===== src/sdl_pkg.sv =====
// Shared types and constants for the sorted delay list.
// No dependencies; used by the RAM, the top level and the checker by scoped names.
package sdl_pkg;

    // Defaults for the top-level parameters
    localparam int NODES_DEF    = 16;
    localparam int KEY_BITS_DEF = 32;

    // Port field widths
    localparam int FUNC_W  = 2;
    localparam int NODE_W  = 4;
    localparam int VALUE_W = 32;
    localparam int COUNT_W = 5;
    localparam int ERR_W   = 2;

    // Operation codes
    typedef enum logic [FUNC_W-1:0] {
        FUNC_SORTED = 2'd0,
        FUNC_APPEND = 2'd1,
        FUNC_REMOVE = 2'd2
    } t_func;

    // Error codes
    typedef enum logic [ERR_W-1:0] {
        ERR_NONE     = 2'd0,
        ERR_LINKED   = 2'd1,
        ERR_UNLINKED = 2'd2
    } t_err;

endpackage


===== src/sdl_ram.sv =====
// Generic simple dual-port RAM: one write port, one registered read port.
// No dependencies beyond the package defaults.
module sdl_ram #(
    parameter int WIDTH = sdl_pkg::KEY_BITS_DEF,
    parameter int DEPTH = sdl_pkg::NODES_DEF
) (
    input  logic                     i_clk,
    input  logic                     i_we,
    input  logic [$clog2(DEPTH)-1:0] i_waddr,
    input  logic [WIDTH-1:0]         i_wdata,
    input  logic [$clog2(DEPTH)-1:0] i_raddr,
    output logic [WIDTH-1:0]         o_rdata
);

    logic [WIDTH-1:0] r_mem [DEPTH];
    logic [WIDTH-1:0] r_rdata;

    // Write and registered read
    always_ff @(posedge i_clk) begin
        if (i_we) begin
            r_mem[i_waddr] <= i_wdata;
        end
        r_rdata <= r_mem[i_raddr];
    end

    assign o_rdata = r_rdata;

endmodule


===== src/sorted_delay_list.sv =====
// Channel   | Direction | Handshake            | Payload
// command   | in        | start / busy         | i_func, i_node, i_value
// result    | out       | o_valid (one cycle)  | o_count, o_head_node, o_head_value,
//           |           |                      | o_empty_res, o_error
//
// A flagged or ignored command strobes its result 2 cycles after accept, an append 4,
// a remove 3, or 4 when the head goes and the new head key has to be read.
// A sorted insert takes 4 plus one cycle per node compared, up to NODES + 3, set by
// the walk loop reading one key and one link per cycle from the node RAMs.
// Reset (synchronous, active low) empties the list at once; no clearing pass.
// busy stays high from accept until the result is loaded; results cannot be stalled.
//
// Top level of the sorted delay list: sequencer, link flags and three node RAMs.
// Depends on sdl_pkg and sdl_ram.
module sorted_delay_list #(
    parameter int NODES    = sdl_pkg::NODES_DEF,
    parameter int KEY_BITS = sdl_pkg::KEY_BITS_DEF
) (
    input  logic                       i_clk,
    input  logic                       i_rst_n,
    input  logic                       start,
    output logic                       busy,
    input  logic [sdl_pkg::FUNC_W-1:0]  i_func,
    input  logic [sdl_pkg::NODE_W-1:0]  i_node,
    input  logic [sdl_pkg::VALUE_W-1:0] i_value,
    output logic                       o_valid,
    output logic [sdl_pkg::COUNT_W-1:0] o_count,
    output logic [sdl_pkg::NODE_W-1:0]  o_head_node,
    output logic [sdl_pkg::VALUE_W-1:0] o_head_value,
    output logic                       o_empty_res,
    output logic [sdl_pkg::ERR_W-1:0]   o_error
);

    // Link width holds the end marker; address width indexes a slot
    localparam int NW = $clog2(NODES + 1);
    localparam int IW = $clog2(NODES);
    localparam int CW = (NW > sdl_pkg::NODE_W) ? NW : sdl_pkg::NODE_W;
    localparam logic [NW-1:0] END_MARK = NW'(NODES);

    typedef enum logic [2:0] {
        S_IDLE,
        S_START,
        S_WALK,
        S_RM_RD,
        S_RM_KEY,
        S_LINK1,
        S_LINK2,
        S_DONE
    } t_state;

    t_state                      r_state;
    logic [sdl_pkg::FUNC_W-1:0]  r_func;
    logic                        r_node_ok;
    logic [IW-1:0]               r_idx;
    logic [KEY_BITS-1:0]         r_key;
    sdl_pkg::t_err               r_err;
    logic [NW-1:0]               r_at;
    logic [NW-1:0]               r_after;
    logic [NW-1:0]               r_first;
    logic [NW-1:0]               r_last;
    logic [NW-1:0]               r_count;
    logic [KEY_BITS-1:0]         r_head_key;
    logic [NODES-1:0]            r_linked;

    logic                        r_o_valid;
    logic [sdl_pkg::COUNT_W-1:0] r_o_count;
    logic [sdl_pkg::NODE_W-1:0]  r_o_head_node;
    logic [sdl_pkg::VALUE_W-1:0] r_o_head_value;
    logic                        r_o_empty;
    sdl_pkg::t_err               r_o_error;

    // RAM ports
    logic                next_we,  prev_we,  key_we;
    logic [IW-1:0]       next_wa,  prev_wa,  key_wa;
    logic [NW-1:0]       next_wd,  prev_wd;
    logic [IW-1:0]       next_ra,  prev_ra,  key_ra;
    logic [NW-1:0]       next_rd,  prev_rd;
    logic [KEY_BITS-1:0] key_rd;

    logic [CW-1:0]       node_x;
    logic                func_ok;

    assign node_x  = CW'(i_node);
    assign func_ok = (i_func == sdl_pkg::FUNC_SORTED) || (i_func == sdl_pkg::FUNC_APPEND)
                  || (i_func == sdl_pkg::FUNC_REMOVE);

    // Steer RAM reads: walk follows the fresh link, remove reads the slot itself
    always_comb begin
        next_ra = r_first[IW-1:0];
        key_ra  = r_first[IW-1:0];
        prev_ra = r_idx;
        unique case (r_state)
            S_START: begin
                if (r_func == sdl_pkg::FUNC_REMOVE) begin
                    next_ra = r_idx;
                end
            end
            S_WALK, S_RM_RD: begin
                next_ra = next_rd[IW-1:0];
                key_ra  = next_rd[IW-1:0];
            end
            default: begin
                next_ra = r_first[IW-1:0];
            end
        endcase
    end

    // Steer RAM writes: link the new slot, then its neighbours; unlink on remove
    always_comb begin
        next_we = 1'b0;
        prev_we = 1'b0;
        key_we  = 1'b0;
        next_wa = r_idx;
        prev_wa = r_idx;
        key_wa  = r_idx;
        next_wd = r_after;
        prev_wd = r_at;
        unique case (r_state)
            S_LINK1: begin
                next_we = 1'b1;
                prev_we = 1'b1;
                key_we  = 1'b1;
            end
            S_LINK2: begin
                next_we = (r_at != END_MARK);
                next_wa = r_at[IW-1:0];
                next_wd = NW'(r_idx);
                prev_we = (r_after != END_MARK);
                prev_wa = r_after[IW-1:0];
                prev_wd = NW'(r_idx);
            end
            S_RM_RD: begin
                next_we = (prev_rd != END_MARK);
                next_wa = prev_rd[IW-1:0];
                next_wd = next_rd;
                prev_we = (next_rd != END_MARK);
                prev_wa = next_rd[IW-1:0];
                prev_wd = prev_rd;
            end
            default: begin
                next_we = 1'b0;
            end
        endcase
    end

    // Sequencer: state, list registers and registered result
    always_ff @(posedge i_clk) begin
        if (!i_rst_n) begin
            r_state   <= S_IDLE;
            r_first   <= END_MARK;
            r_last    <= END_MARK;
            r_count   <= '0;
            r_linked  <= '0;
            r_o_valid <= 1'b0;
        end else begin
            r_o_valid <= 1'b0;
            unique case (r_state)
                S_IDLE: begin
                    // Take the transaction
                    if (start) begin
                        r_func    <= i_func;
                        r_node_ok <= func_ok && (node_x < CW'(NODES));
                        r_idx     <= node_x[IW-1:0];
                        r_key     <= KEY_BITS'(i_value);
                        r_err     <= sdl_pkg::ERR_NONE;
                        r_state   <= S_START;
                    end
                end
                S_START: begin
                    if (!r_node_ok) begin
                        r_state <= S_DONE;
                    end else if (r_func == sdl_pkg::FUNC_REMOVE) begin
                        if (!r_linked[r_idx]) begin
                            r_err   <= sdl_pkg::ERR_UNLINKED;
                            r_state <= S_DONE;
                        end else begin
                            r_state <= S_RM_RD;
                        end
                    end else if (r_linked[r_idx]) begin
                        r_err   <= sdl_pkg::ERR_LINKED;
                        r_state <= S_DONE;
                    end else if ((r_func == sdl_pkg::FUNC_APPEND) || (r_key == '1)) begin
                        // Straight to the tail
                        r_at    <= r_last;
                        r_after <= END_MARK;
                        r_state <= S_LINK1;
                    end else begin
                        // Walk from the head
                        r_at    <= END_MARK;
                        r_after <= r_first;
                        r_state <= (r_first == END_MARK) ? S_LINK1 : S_WALK;
                    end
                end
                S_WALK: begin
                    // Stop before the first larger key, else advance one link
                    if (key_rd > r_key) begin
                        r_state <= S_LINK1;
                    end else begin
                        r_at    <= r_after;
                        r_after <= next_rd;
                        if (next_rd == END_MARK) begin
                            r_state <= S_LINK1;
                        end
                    end
                end
                S_RM_RD: begin
                    // Unlink: end-marker neighbours update first and last
                    if (next_rd == END_MARK) begin
                        r_last <= prev_rd;
                    end
                    r_linked[r_idx] <= 1'b0;
                    r_count         <= r_count - NW'(1);
                    if (prev_rd == END_MARK) begin
                        r_first <= next_rd;
                        r_state <= (next_rd == END_MARK) ? S_DONE : S_RM_KEY;
                    end else begin
                        r_state <= S_DONE;
                    end
                end
                S_RM_KEY: begin
                    r_head_key <= key_rd;
                    r_state    <= S_DONE;
                end
                S_LINK1: begin
                    r_state <= S_LINK2;
                end
                S_LINK2: begin
                    if (r_after == END_MARK) begin
                        r_last <= NW'(r_idx);
                    end
                    if (r_at == END_MARK) begin
                        r_first    <= NW'(r_idx);
                        r_head_key <= r_key;
                    end
                    r_linked[r_idx] <= 1'b1;
                    r_count         <= r_count + NW'(1);
                    r_state         <= S_DONE;
                end
                S_DONE: begin
                    // Load the result for one cycle
                    r_o_valid <= 1'b1;
                    r_o_count <= sdl_pkg::COUNT_W'(r_count);
                    r_o_error <= r_err;
                    if ((r_count == '0) || (r_first == END_MARK)) begin
                        r_o_head_node  <= '0;
                        r_o_head_value <= '0;
                        r_o_empty      <= 1'b1;
                    end else begin
                        r_o_head_node  <= sdl_pkg::NODE_W'(r_first);
                        r_o_head_value <= sdl_pkg::VALUE_W'(r_head_key);
                        r_o_empty      <= 1'b0;
                    end
                    r_state <= S_IDLE;
                end
                default: begin
                    r_state <= S_IDLE;
                end
            endcase
        end
    end

    sdl_ram #(.WIDTH(NW), .DEPTH(NODES)) u_next_ram (
        .i_clk   (i_clk),
        .i_we    (next_we),
        .i_waddr (next_wa),
        .i_wdata (next_wd),
        .i_raddr (next_ra),
        .o_rdata (next_rd)
    );

    sdl_ram #(.WIDTH(NW), .DEPTH(NODES)) u_prev_ram (
        .i_clk   (i_clk),
        .i_we    (prev_we),
        .i_waddr (prev_wa),
        .i_wdata (prev_wd),
        .i_raddr (prev_ra),
        .o_rdata (prev_rd)
    );

    sdl_ram #(.WIDTH(KEY_BITS), .DEPTH(NODES)) u_key_ram (
        .i_clk   (i_clk),
        .i_we    (key_we),
        .i_waddr (key_wa),
        .i_wdata (r_key),
        .i_raddr (key_ra),
        .o_rdata (key_rd)
    );

    assign busy         = (r_state != S_IDLE);
    assign o_valid      = r_o_valid;
    assign o_count      = r_o_count;
    assign o_head_node  = r_o_head_node;
    assign o_head_value = r_o_head_value;
    assign o_empty_res  = r_o_empty;
    assign o_error      = r_o_error;

endmodule


===== config.mk =====
export PLATFORM = sky130hd
export DESIGN_NAME = sorted_delay_list
export DESIGN_NICKNAME = d
export VERILOG_FILES = /design/src/sdl_pkg.sv /design/src/sdl_ram.sv /design/src/sorted_delay_list.sv
export SDC_FILE = /design/constraint.sdc
export NUM_CORES = 1
export LEC_CHECK = 0
export BUFFER_PORTS_ARGS = -buffer_cell sky130_fd_sc_hd__clkbuf_2
export CELL_PAD_IN_SITES_DETAIL_PLACEMENT = 1
export CELL_PAD_IN_SITES_GLOBAL_PLACEMENT = 1
export CORE_AREA = 2 2 279 281
export CTS_CLUSTER_SIZE = 16
export DETAILED_ROUTE_END_ITERATION = 10
export DIE_AREA = 0 0 281 283
export MAX_ROUTING_LAYER = met4
export PLACE_DENSITY = 0.68
export SLEW_MARGIN = 10
export SYNTH_ARGS = -nofsm -noshare
export SYNTH_HDL_FRONTEND = slang
export SYNTH_HIERARCHICAL = 1
export SYNTH_SLANG_ARGS = --single-unit

===== constraint.sdc =====
create_clock -name i_clk -period 5.1 [get_ports i_clk]
set_clock_uncertainty 0.2 [all_clocks]
set_input_delay 0.51 -clock i_clk [delete_from_list [all_inputs] [get_ports i_clk]]
set_output_delay 0.51 -clock i_clk [all_outputs]
set_load 0.005 [all_outputs]

# After elaboration in Yosys (flattened, before gate mapping)
# Memories as Yosys holds them, arrays and structs flattened. A register that Yosys moved wholly into a read port is not among the register bits.
# Index checks and enable logic that the tools add are counted.
word_totals:
  register_bits: 162
  ramBits: 672
  inputBits: 41
  mem_count: 3
mem_list:
  columns: ["name", "words", "width", "rd", "rd_clocked_by_memory_dff", "write_ports", "line_no", "text"]
  rows:
  - ["u_key_ram.r_mem", 16, 32, 1, 1, 1, "sdl_ram.sv:15", "logic [WIDTH-1:0] r_mem [DEPTH];"]
  - ["u_next_ram.r_mem", 16, 5, 1, 1, 1, "sdl_ram.sv:15", null]
  - ["u_prev_ram.r_mem", 16, 5, 1, 1, 1, "sdl_ram.sv:15", null]
op_classes:
  add_sub_neg: 2
  n_lt_le_gt_ge: 4
  eq_ne: 33
  n_mux: 62
  bitwise: 3
  n_reduce_logical: 24
op_table:
  columns: ["op", "n"]
  rows:
  - ["$mux 5", 14]
  - ["$pmux 5 s2", 7]
  - ["$pmux 32 s2", 1]
  - ["$eq 32x32->1 const B", 1]
  - ["$gt 32x32->1", 1]
  - ["$mux 32", 1]
  - ["$pmux 16 s2", 1]
  - ["$mux 3", 9]
  - ["$eq 5x5->1 const B", 5]
  - ["$pmux 4 s2", 3]
  - ["$pmux 3 s7", 1]
  - ["$ne 5x5->1 const B", 4]
  - ["$ne 2x2->1 const B", 9]
  - ["$and 16x16->16", 1]
  - ["$not 16->16", 1]
  - ["$or 16x16->16", 1]
  - ["$mux 2", 7]
  - ["$eq 3x3->1 const B", 4]
  - ["$reduce_and 3->1", 4]
  - ["$reduce_and 6->1", 2]
  - ["$mux 1", 11]
  - ["$lt 4x5->1 const B", 2]
  - ["$ne 3x3->1 const B", 3]
  - ["$mux 4", 2]
  - ["other kinds (20)", 33]

# Depth between registers and ports, before layout
# Gate-level depths: netlist (run 1).
depth:
  depth_word: 7
  depth_mapped: 13
  depth_no_buf: 9

# Modules after synthesis
# Netlist (run 1), hierarchy kept.
modules_own_cells:
  columns: ["mod", "n_inst", "cells_per_inst", "area_each_um2"]
  rows:
  - ["sdl_ram at u_key_ram", 1, 838, 19854.0]
  - ["sorted_delay_list", 1, 717, 7781.2]
  - ["sdl_ram at u_next_ram ...", 2, 155, 3213.1]

# Worst setup path after synthesis (run 1)
# Ideal clock, no wire load.
synth_timing:
  path_type: "input to register"
  from: "input i_rst_n"
  to: "register r_head_key[0], enable pin"
  setup_time_ns: 0.501
  arrival_ns: 3.969
  t_required_ns: 4.399
  path_slack_ns: 0.430
  path_stages: 3
  cell_sequence: "clkbuf_1 inv_1 nor4_1"
synth_via:
  elab_chain_cells: 1
synth_lines:
  columns: ["item", "line_no", "text"]
  rows:
  - ["start, declared", "sorted_delay_list.sv:20", "input logic i_rst_n,"]
  - ["$reduce_and 3->1 (no line)", null, null]
  - ["end signal, assigned", "sorted_delay_list.sv:221", "r_head_key <= key_rd;"]
  - ["end signal, assigned", "sorted_delay_list.sv:233", "r_head_key <= r_key;"]
  - ["end, declared", "sorted_delay_list.sv:62", "logic [KEY_BITS-1:0] r_head_key;"]
# Every way passes these cells.
# A chain may end at the register's enable or synchronous reset.

# Final worst setup path (run 1)
layout_timing:
  from: "register r_state[1]"
  to: "memory u_next_ram/r_mem[0][0] (netlist name), enable pin"
layout_via:
  word_cells_on_any_way: 7
  cone_classes: "eq/ne: 3; mux: 4"
layout_rtl:
  columns: ["item", "line_no", "text"]
  rows:
  - ["start, declared", "sorted_delay_list.sv:51", "t_state r_state;"]
  - ["start signal, assigned", "sorted_delay_list.sv:191", "r_state <= (r_first == END_MARK) ? S_LINK1 : S_WALK;"]
  - ["start signal, assigned", "sorted_delay_list.sv:215", "r_state <= (next_rd == END_MARK) ? S_DONE : S_RM_KEY;"]
  - ["$eq 3x2->1 or $eq 3x3->1 (tied branches)", "sorted_delay_list.sv:118", "unique case (r_state)"]
  - ["$pmux 4 s2 (*)", "sorted_delay_list.sv:118", null]
  - ["via next_wa[2]", "sorted_delay_list.sv:74", "logic [IW-1:0] next_wa, prev_wa, key_wa;"]
  - ["end, declared", "sdl_ram.sv:15", null]
# Mark *: on every way through the listed nets, which the timed path passes. The rest lies on a longest branch.

==> results of run 1 <==
[worst max-delay path, delay by kind of cell (launching register included)]
kind          cells  cell delay (ps)
simple gates      6             2870
flops             1              620
[sequential cells by signal, indices dropped and copies added, names as in the netlist, 4 cells and up, named ones only]
name	flops
u_next_ram/o_rdata	5
u_next_ram/r_mem	80
o_count	5
r_key	32
r_head_key	32
u_prev_ram/o_rdata	5
r_last	5
o_head_value	32
r_at	5
r_after	5
u_key_ram/r_mem	512
r_count	5
r_first	5
u_key_ram/o_rdata	32
u_prev_ram/r_mem	80
o_head_node	4
key_wa	4
[cells by family after synthesis]
kind of cell | Yosys count
simple gates | 404
flops | 876
fa+ha+maj | 36
mux | 182
compound gates | 230
buf+inv | 132
xor+xnor | 5
[worst paths after layout]
check | start | depth (start not counted) | to
worst min register to register | r_err[0] | 0 | o_error[0]
worst max register to register | r_state[1] | 6 | u_next_ram/r_mem[0][0]
worst min-delay path | r_err[0] | 0 | o_error[0]
worst max-delay path | r_state[1] | 6 | u_next_ram/r_mem[0][0]
[layout by cell type, fill, tap and decap left out, types with 5 or more instances in the layout]
| cell | n |
|---|---|
| clkbuf_1 | 21 |
| clkbuf_2 | 86 |
| inv_1 | 44 |
| mux2i_1 | 9 |
| nand2b_1 | 12 |
| a21oi_1 | 41 |
| buf_4 | 43 |
| nand3_1 | 35 |
| a211oi_1 | 11 |
| bufinv_16 | 5 |
| a22oi_1 | 83 |
| and2_1 | 42 |
| nand4_1 | 19 |
| buf_12 | 5 |
| nor2_4 | 15 |
| mux4_2 | 168 |
| nand2_1 | 146 |
| dlygate4sd3_1 | 39 |
| a221o_1 | 7 |
| dfxtp_1 | 77 |
| nor2_1 | 57 |
| clkinv_2 | 25 |
| clkinv_1 | 13 |
| nand3b_1 | 7 |
| edfxtp_1 | 799 |
| nor4_1 | 10 |
| ha_1 | 35 |
| nor2b_1 | 13 |
| clkbuf_16 | 92 |
| or3_1 | 10 |
| o21ai_0 | 58 |
| nor3_1 | 21 |
| clkbuf_8 | 7 |
[power breakdown]
| part | internal [uW] | switching [uW] | leakage, uW |
|---|---|---|---|
| Sequential | 8590 | 463 | 0.00784 |
| Combinational | 1390 | 2130 | 0.00352 |
| Clock | 3690 | 2770 | 0.00143 |
| Total | 13700 | 5360 | 0.0128 |
[cell usage after synthesis, types with 5 or more instances]
cell type / count
nand2_1: 148
clkbuf_1: 50
nand2b_1: 12
buf_4: 13
nor3_1: 25
o21ai_0: 58
nor4_1: 11
nor2_1: 72
inv_1: 45
buf_2: 7
a221o_1: 7
buf_1: 12
nand3_1: 35
mux4_2: 168
or3_1: 10
a21oi_1: 41
ha_1: 35
nand3b_1: 7
nand4_1: 19
and2_1: 43
buf_6: 5
a211oi_1: 11
edfxtp_1: 799
a22oi_1: 83
dfxtp_1: 77
nor2b_1: 15
mux2i_1: 9
[per-stage QoR]
| step | cells | utilization, % |
|---|---|---|
| after global routing | 3161 | 51.17 |
| after global placement | 2952 | 46.89 |
| final | 3161 | 51.17 |
| after detailed placement | 2952 | 46.89 |
| after floorplan | 1865 | - |
| after CTS | 3161 | 51.17 |
[per-layer routing]
layer | vias up | part of all wire [%] | wire (um)
met5 | - | 0 | 0
met4 | 0 | 2.3 | 2016
met3 | 146 | 6.0 | 5188
met2 | 698 | 50 | 42900
met1 | 9704 | 42 | 36220
li1 | 7839 | - | -
[cell type report]
class | count | area (um^2) | area share [%]
timing repair buffer | 173 | 1244 | 3.169
clock inverter | 50 | 412.9 | 1.052
tap | 1040 | 1301 | 3.316
sequential | 876 | 25530 | 65.06
inverter | 45 | 168.9 | 0.4304
multi-input combinational | 857 | 8107 | 20.66
clock buffer | 120 | 2477 | 6.313
[timing repair]
item,in CTS,in global routing
endpoints found under the setup margin,0,0
resized for setup,0,0
hold buffers,39,0
hold endpoints to repair,40,0
==> out/qor.yml, run 1 <==
dr.pass1.iters: 6
cap_violations: 0
path_common_cell: "nand2_1"
final.fill_count: 7041
coreArea_um2: 76700
synth_compound_area_share_pct: 4.448
synth_cells: 1865
drive_above_1_share_pct: 22.16
hp-class: "flip-flop to flip-flop"
yosys.area_share.adder_pct: 1.344
p_leak_uw: 0.01279
grt_start_max_net_pins: 85
avgRoutedWirePerCell_um: 27.31
num_rows: 102
syn-num-nets: 1942
cp.arrival_ps: 4160
syn_area_per_cell_um2: 18.26
cts.sink_count: 876
synth_top_family_by_area: "multiplexers"
fin_tns_setup_ps: 0
nNetsFinal: 2121
finalSetupViolCount: 0
required_ps: 5160
routabilityCongestion: 0.8587
synth_edf_count: 799
endpoint_kind: "flip-flop"
grt_pass1_vias: 19390
synth_cell_types: 53
synth_ff_type: "edfxtp_1"
cp-start-kind: "flip-flop"
critPathKind: "flip-flop to flip-flop"
synthXorXnorAreaFrac_pct: 0.1286
synth_area_leaders: "edfxtp_1 (70%), mux4_2 (11%), dfxtp_1 (4.5%)"
finalWorstSetupSlack_ps: 996.5
cts_buffer_depth: 3
grt_util_all_layers_pct: 22.74
antenna_found_initial: 1
cts_setup_buffers: 0
cts_root_buf: "clkbuf_16"
grt-ovfl-total: 0
status: "finished clean"
synth_warnings: 6
start_util_pct: 44.41
clk_latency_ps: 650
chipWidth_um: 281
maxSlewViolCount: 0
whs_ps: 234.3
dpl-instance-area_um2: 35960
hpwl_um: 51340
ios: 87
dp_slack_ps: 1039
synthMuxAreaShare_pct: 11.72
drt-total-wl_um: 86330
slowest_delay_ps: 850
port_buffers: 86
seq_area_frac_synth_pct: 74.97
cts_made_buffers: 91
path_clk_slew_ps: 60
rsz0062_at_grt: "no"
grt_pass1_wl_um: 129300
syn-cell-area_um2: 34060
use_met1_pct: 30.39
design_area_um2: 39250
critPathSlowestCell: "and3b_1"
async_flop_share_pct: 0
die_area_um2: 79520
cp_cell_sequence: "and3b_1, nor2_1, nand2_1, nand2_1, or3b_2, nor3_1"
clock.fmax_mhz: 243.7
num_vias: 18390
cts_tree: "yes"
yosys_register_bits: 876
power_density_nw_per_um2: 484.8
ff2ff_setup_slack_ps: 1000
use_met3_pct: 3.249
power_uw: 19030
diodes: 0
viasPerCell: 5.817
worst_slew_pin_slew_ps: 1218
post-route-period-util_pct: 80.46
drcViolationCount: 0
yosysTopAreaCell: "edfxtp_1"
synth_top_area_share_pct: 70.44
yosys.area_share.simple_pct: 5.657
slew_headroom_pct: 18.68
path_max_fanout: 25
die_h_um: 283
grt_use_met2_pct: 36.60
area_growth_pct: 15.22
fin_crit_ps: 4104
top_usage_layer: "met2"
first_iter_violations: 1640
ctsHtreeMaxLevel: 3
ir_worst_vdd_v: 0.0002750
detail-route-antenna-nets: 0
final_hold_viol_count: 0
Power figures use the tool's default switching activity.
==> run 2, diff against run 1 <==
--- a/config.mk
+++ b/config.mk
@@ -13,7 +13,7 @@
 export DETAILED_ROUTE_END_ITERATION = 10
 export DIE_AREA = 0 0 281 283
 export MAX_ROUTING_LAYER = met4
-export PLACE_DENSITY = 0.68
+export PLACE_DENSITY = 0.71
 export SLEW_MARGIN = 10
 export SYNTH_ARGS = -nofsm -noshare
 export SYNTH_HDL_FRONTEND = slang
==> constraint.sdc (replaced) <==
create_clock -name i_clk -period 3.6 [get_ports i_clk]
set_clock_uncertainty 0.2 [all_clocks]
set_input_delay 0.36 -clock i_clk [delete_from_list [all_inputs] [get_ports i_clk]]
set_output_delay 0.36 -clock i_clk [all_outputs]
set_load 0.005 [all_outputs]
==> out/qor.yml, run 2 (synthesis results as in run 1) <==
status: "finished clean"
p_clk_share_pct: 34.4
chipWidth_um: 281
detail-route-antenna-nets: 0
avgRoutedWirePerCell_um: 27.05
path_max_fanout: 10
hold_depth: 3
drt-total-wl_um: 87030
clk_latency_ps: 670
required_ps: 3730
hold-path-endpoint: "r_err[0]"
final_hold_viol_count: 0
area_growth_pct: 17.69
slowest_delay_ps: 460
cp-start-kind: "flip-flop"
finalSetupViolCount: 0
p_leak_uw: 0.01320
crit_buf_inv: 2
grt_pass1_wl_um: 130600
cts.sink_count: 876
maxSlewViolCount: 0
post-route-period-util_pct: 93.50
power_density_nw_per_um2: 689.0
cts_tree: "yes"
cts_setup_buffers: 0
die_area_um2: 79520
grt-ovfl-total: 0
die_h_um: 283
worstReg2RegStart: "r_key[30]"
rsz0062_at_grt: "no"
num_rows: 102
dr.pass1.iters: 5
clock.fmax_mhz: 297.1
regMostFlops: "u_key_ram/r_mem"
seqPwrFrac_pct: 45.5
cts_made_buffers: 90
cts_resized: 0
switching_share_pct: 27.96
fin_tns_setup_ps: 0
dp_slack_ps: 273.8
power_frac_comb_pct: 20.1
hp-start: "start"
routabilityCongestion: 0.8418
fin_crit_ps: 3366
largest_register_ffs: 512
ir_worst_vdd_v: 0.0005179
mostFrequentLayoutCells: "edfxtp_1 (799), mux4_2 (168), nand2_1 (146), clkbuf_16 (95), clkbuf_2 (86)"
ff2ff_setup_slack_ps: 230
first_iter_violations: 1901
diodes: 0
endpoint_kind: "flip-flop"
path_clk_slew_ps: 60
cts_hold_buf: 39
antenna_found_initial: 1
slew_headroom_pct: 33.89
start_util_pct: 44.41
p_sw_uw: 7723
critPathSlowestCell: "o221a_2"
cp_cell_sequence: "inv_1, ha_1, nand4_1, nor4_1, buf_4, and2_1, a311oi_1, nor3_1, o221a_2"
reg_top3: "u_key_ram/r_mem (512), u_next_ram/r_mem (80), u_prev_ram/r_mem (80)"
grt_start_max_net_pins: 72
layout_commonest_cell: "edfxtp_1"
grt_util_all_layers_pct: 22.93
cp_top_family: "simple AND/OR/NAND/NOR gates"
port_buffers: 86
finalWorstSetupSlack_ps: 234.1
coreArea_um2: 76700
ctsHtreeMaxLevel: 3
worst_r2r_path_depth: 9
worst_slew_pin_slew_ps: 991.6
viasPerCell: 5.823
grt_pass1_vias: 19870
cp.arrival_ps: 3500
nNetsFinal: 2180
internal-power_uw: 19900
cap_violations: 0
hp-class: "primary input to flip-flop"
rr_endpoint: "r_at[4]"
drive_above_1_share_pct: 24.30
cts_root_buf: "clkbuf_16"
drcViolationCount: 0
num_vias: 18730
cts_buffer_depth: 3
fin_util_pct: 52.26
ios: 87
hpwl_um: 51750
critPathKind: "flip-flop to flip-flop"
run 2: metal layers:
metal | global-route usage [%] | wire (um)
met3 | 3.373 | 4787
met4 | 8.008 | 3003
met2 | 36.18 | 42610
met5 | - | 0
met1 | 30.61 | 36630
run 2: area by class of cell:
| class | instances | area [um^2] |
|---|---|---|
| clock inverters | 50 | 531.8 |
| multi-input cells | 857 | 8142 |
| inverters | 45 | 168.9 |
| clock buffers | 116 | 2476 |
| fillers | 6967 | 36620 |
| repair buffers | 233 | 1932 |
| well taps | 1040 | 1301 |
| flip-flops and latches | 876 | 25530 |
run 2: tightest hold or removal path, delay by kind of cell:
family,cells,cell delay (ps)
AO/OA/AOI/OAI,1,190
AND/OR/NAND/NOR,1,140
buffers and inverters,1,130
run 2: worst max path at each step:
stage	start	end	slack [ps]	cells past startpoint
final	r_key[30]	r_at[4]	230	9
after global placement	r_key[31]	r_at[2]	410	9
after CTS	r_key[31]	r_at[4]	260	9
after floorplan	r_state[0]	o_count[0]	110	4
after global routing	r_key[30]	r_at[4]	60	9
after detailed placement	r_key[31]	r_at[2]	270	9
run 2: stage by stage:
stage / cells / area, um^2 / power [uW] / hold slack [ps]
finish: 3217 / 40090 / 27620 / 164.8
global route: 3217 / 40090 / 28670 / 151.3
CTS: 3217 / 40090 / 27820 / 129.6
detailed placement: 3012 / 36690 / 18250 / 245.2
global placement: 3012 / 36690 / 18010 / 258.8
floorplan: 1865 / 34090 / 16170 / 200.3
run 2: power groups by stage:
stage                     Clock (uW)  Sequential, uW  Combinational, uW
after floorplan                    0           12700               3470
after global placement             0           12700               5290
after CTS                       9670           12600               5590
after detailed placement           0           12800               5480
final                           9510           12600               5540
after global routing           10000           12600               6020
==> run 3, diff against run 2 <==
--- a/config.mk
+++ b/config.mk
@@ -13,8 +13,8 @@
 export DETAILED_ROUTE_END_ITERATION = 10
 export DIE_AREA = 0 0 281 283
 export MAX_ROUTING_LAYER = met4
-export PLACE_DENSITY = 0.71
-export SLEW_MARGIN = 10
+export PLACE_DENSITY = 0.77
+export SLEW_MARGIN = 20
 export SYNTH_ARGS = -nofsm -noshare
 export SYNTH_HDL_FRONTEND = slang
 export SYNTH_HIERARCHICAL = 1
==> constraint.sdc (replaced) <==
create_clock -name i_clk -period 3.6 [get_ports i_clk]
set_clock_uncertainty 0.2 [all_clocks]
set_input_delay 0.36 -clock i_clk [delete_from_list [all_inputs] [get_ports i_clk]]
set_output_delay 0.36 -clock i_clk [all_outputs]
set_load 0.05 [all_outputs]
==> out/qor.yml, run 3 (synthesis results as in run 1) <==
clock.fmax_mhz: 298.0
avgRoutedWirePerCell_um: 28.19
critPathKind: "flip-flop to flip-flop"
antenna_found_initial: 2
start_util_pct: 44.41
post-route-period-util_pct: 93.22
grt_pass1_vias: 20510
clk_latency_ps: 660
multi_input_area_um2: 8150
fin_tns_setup_ps: 0
cp-start-kind: "flip-flop"
p_leak_uw: 0.01320
drcViolationCount: 0
regArea_um2: 25530
dp_slack_ps: 232.1
drive_above_1_share_pct: 24.44
cts_tree: "yes"
die_h_um: 283
finalWorstSetupSlack_ps: 244.1
status: "finished clean"
dr.pass1.iters: 6
hold_depth: 3
diodes: 0
regMostFlops: "u_key_ram/r_mem"
port_buffers: 86
path_clk_slew_ps: 60
largest_register_ffs: 512
num_rows: 102
worst_slew_pin_slew_ps: 1011
hp-class: "primary input to flip-flop"
drt-total-wl_um: 91020
area_growth_pct: 17.57
coreArea_um2: 76700
final.fill_count: 7022
viasPerCell: 5.924
worst_r2r_path_depth: 8
nNetsFinal: 2194
layout_commonest_cell: "edfxtp_1"
maxSlewViolCount: 0
grt_pass1_wl_um: 135100
final_hold_viol_count: 0
die_area_um2: 79520
rr_endpoint: "r_at[0]"
power_density_nw_per_um2: 684.6
rsz0062_at_grt: "no"
grt_util_all_layers_pct: 23.95
met3_length_um: 6220
first_iter_violations: 2012
path_max_fanout: 10
hold-path-endpoint: "r_err[1]"
detail-route-antenna-nets: 0
ctsHtreeMaxLevel: 3
required_ps: 3720
ios: 87
hpwl_um: 55070
worstReg2RegStart: "r_key[15]"
routed.top_layer: "met4"
ir_worst_vdd_v: 0.0004333
fin_crit_ps: 3356
slew_headroom_pct: 32.57
grt_start_max_net_pins: 72
num_vias: 19130
grt-ovfl-total: 0
wl_met2_um: 45160
cts_buffer_depth: 3
finalSetupViolCount: 0
endpoint_kind: "flip-flop"
reg_top3: "u_key_ram/r_mem (512), u_next_ram/r_mem (80), u_prev_ram/r_mem (80)"
mostFrequentLayoutCells: "edfxtp_1 (799), mux4_2 (168), nand2_1 (146), buf_4 (100), clkbuf_16 (90)"
cts_made_buffers: 88
cap_violations: 0
wl_met1_um: 35780
chipWidth_um: 281
cts.sink_count: 876
cp.arrival_ps: 3480
hp-start: "start"
cts_root_buf: "clkbuf_16"
routabilityCongestion: 0.8623
ff2ff_setup_slack_ps: 240
cts_setup_buffers: 0
run 3: cell types whose count changed in the layout (fill, tap and decap cells not counted), sizes merged:
cell,before,now
clkinvlp,4,2
bufinv,10,8
buf,108,124
clkinv,32,41
clkbuf,202,192
inv,49,50
run 3: layout make-up:
| type | count | share of cell area [%] |
|---|---|---|
| inverter | 45 | 0.4218 |
| sequential | 876 | 63.76 |
| timing repair buffer | 249 | 5.124 |
| tap | 1040 | 3.249 |
| clock buffer | 106 | 5.799 |
| multi-input combinational | 857 | 20.35 |
| clock inverter | 56 | 1.287 |
run 3: worst max-delay path, stage by stage, from the launching register on:
cell,delay (ps)
edfxtp_1,450
inv_1,110
ha_1,330
nand4_1,300
nor4_2,450
and2_1,270
a21oi_1,80
nor3_1,390
o221a_2,460
run 3: report_power, final:
part           total [uW]  leakage, uW  internal (uW)  switching [uW]
clock network        9070      0.00139           5190            3880
registers           12600      0.00784          12200             437
logic                5750      0.00396           2190            3550
run 3: per-layer routing:
metal / up-vias / global-route usage, %
li1: 7986 / -
met1: 9989 / 30.77
met2: 904 / 38.08
met3: 248 / 3.859
met4: 0 / 10.03
met5: - / -
run 3: worst max-delay path by stage:
stage | end | startpoint | depth (start not counted)
2_1_floorplan | o_count[0] | r_state[0] | 4
3_3_place_gp | r_after[3] | r_key[15] | 8
3_5_place_dp | r_after[2] | r_key[15] | 8
4_1_cts | r_at[0] | r_key[15] | 8
5_1_grt | r_at[0] | r_key[15] | 8
6_report | r_at[0] | r_key[15] | 8
run 3: per-stage QoR:
stage                     total power, uW  hold slack, ps  utilization, %  std cells  area (um^2)
after floorplan                     16240           200.3               -       1865        34090
after global placement              18050           257.5           47.99       3028        36810
after detailed placement            18420           268.9           47.99       3028        36810
after CTS                           27570           88.44           52.20       3229        40030
after global routing                28370           105.3           52.21       3229        40040
final                               27420           101.5           52.21       3229        40040
run 3: repair_timing:
item,in CTS,in global routing
hold buffers,39,0
gates resized for setup,0,1
endpoints found under the setup margin,0,3
endpoints found under the hold margin,41,0
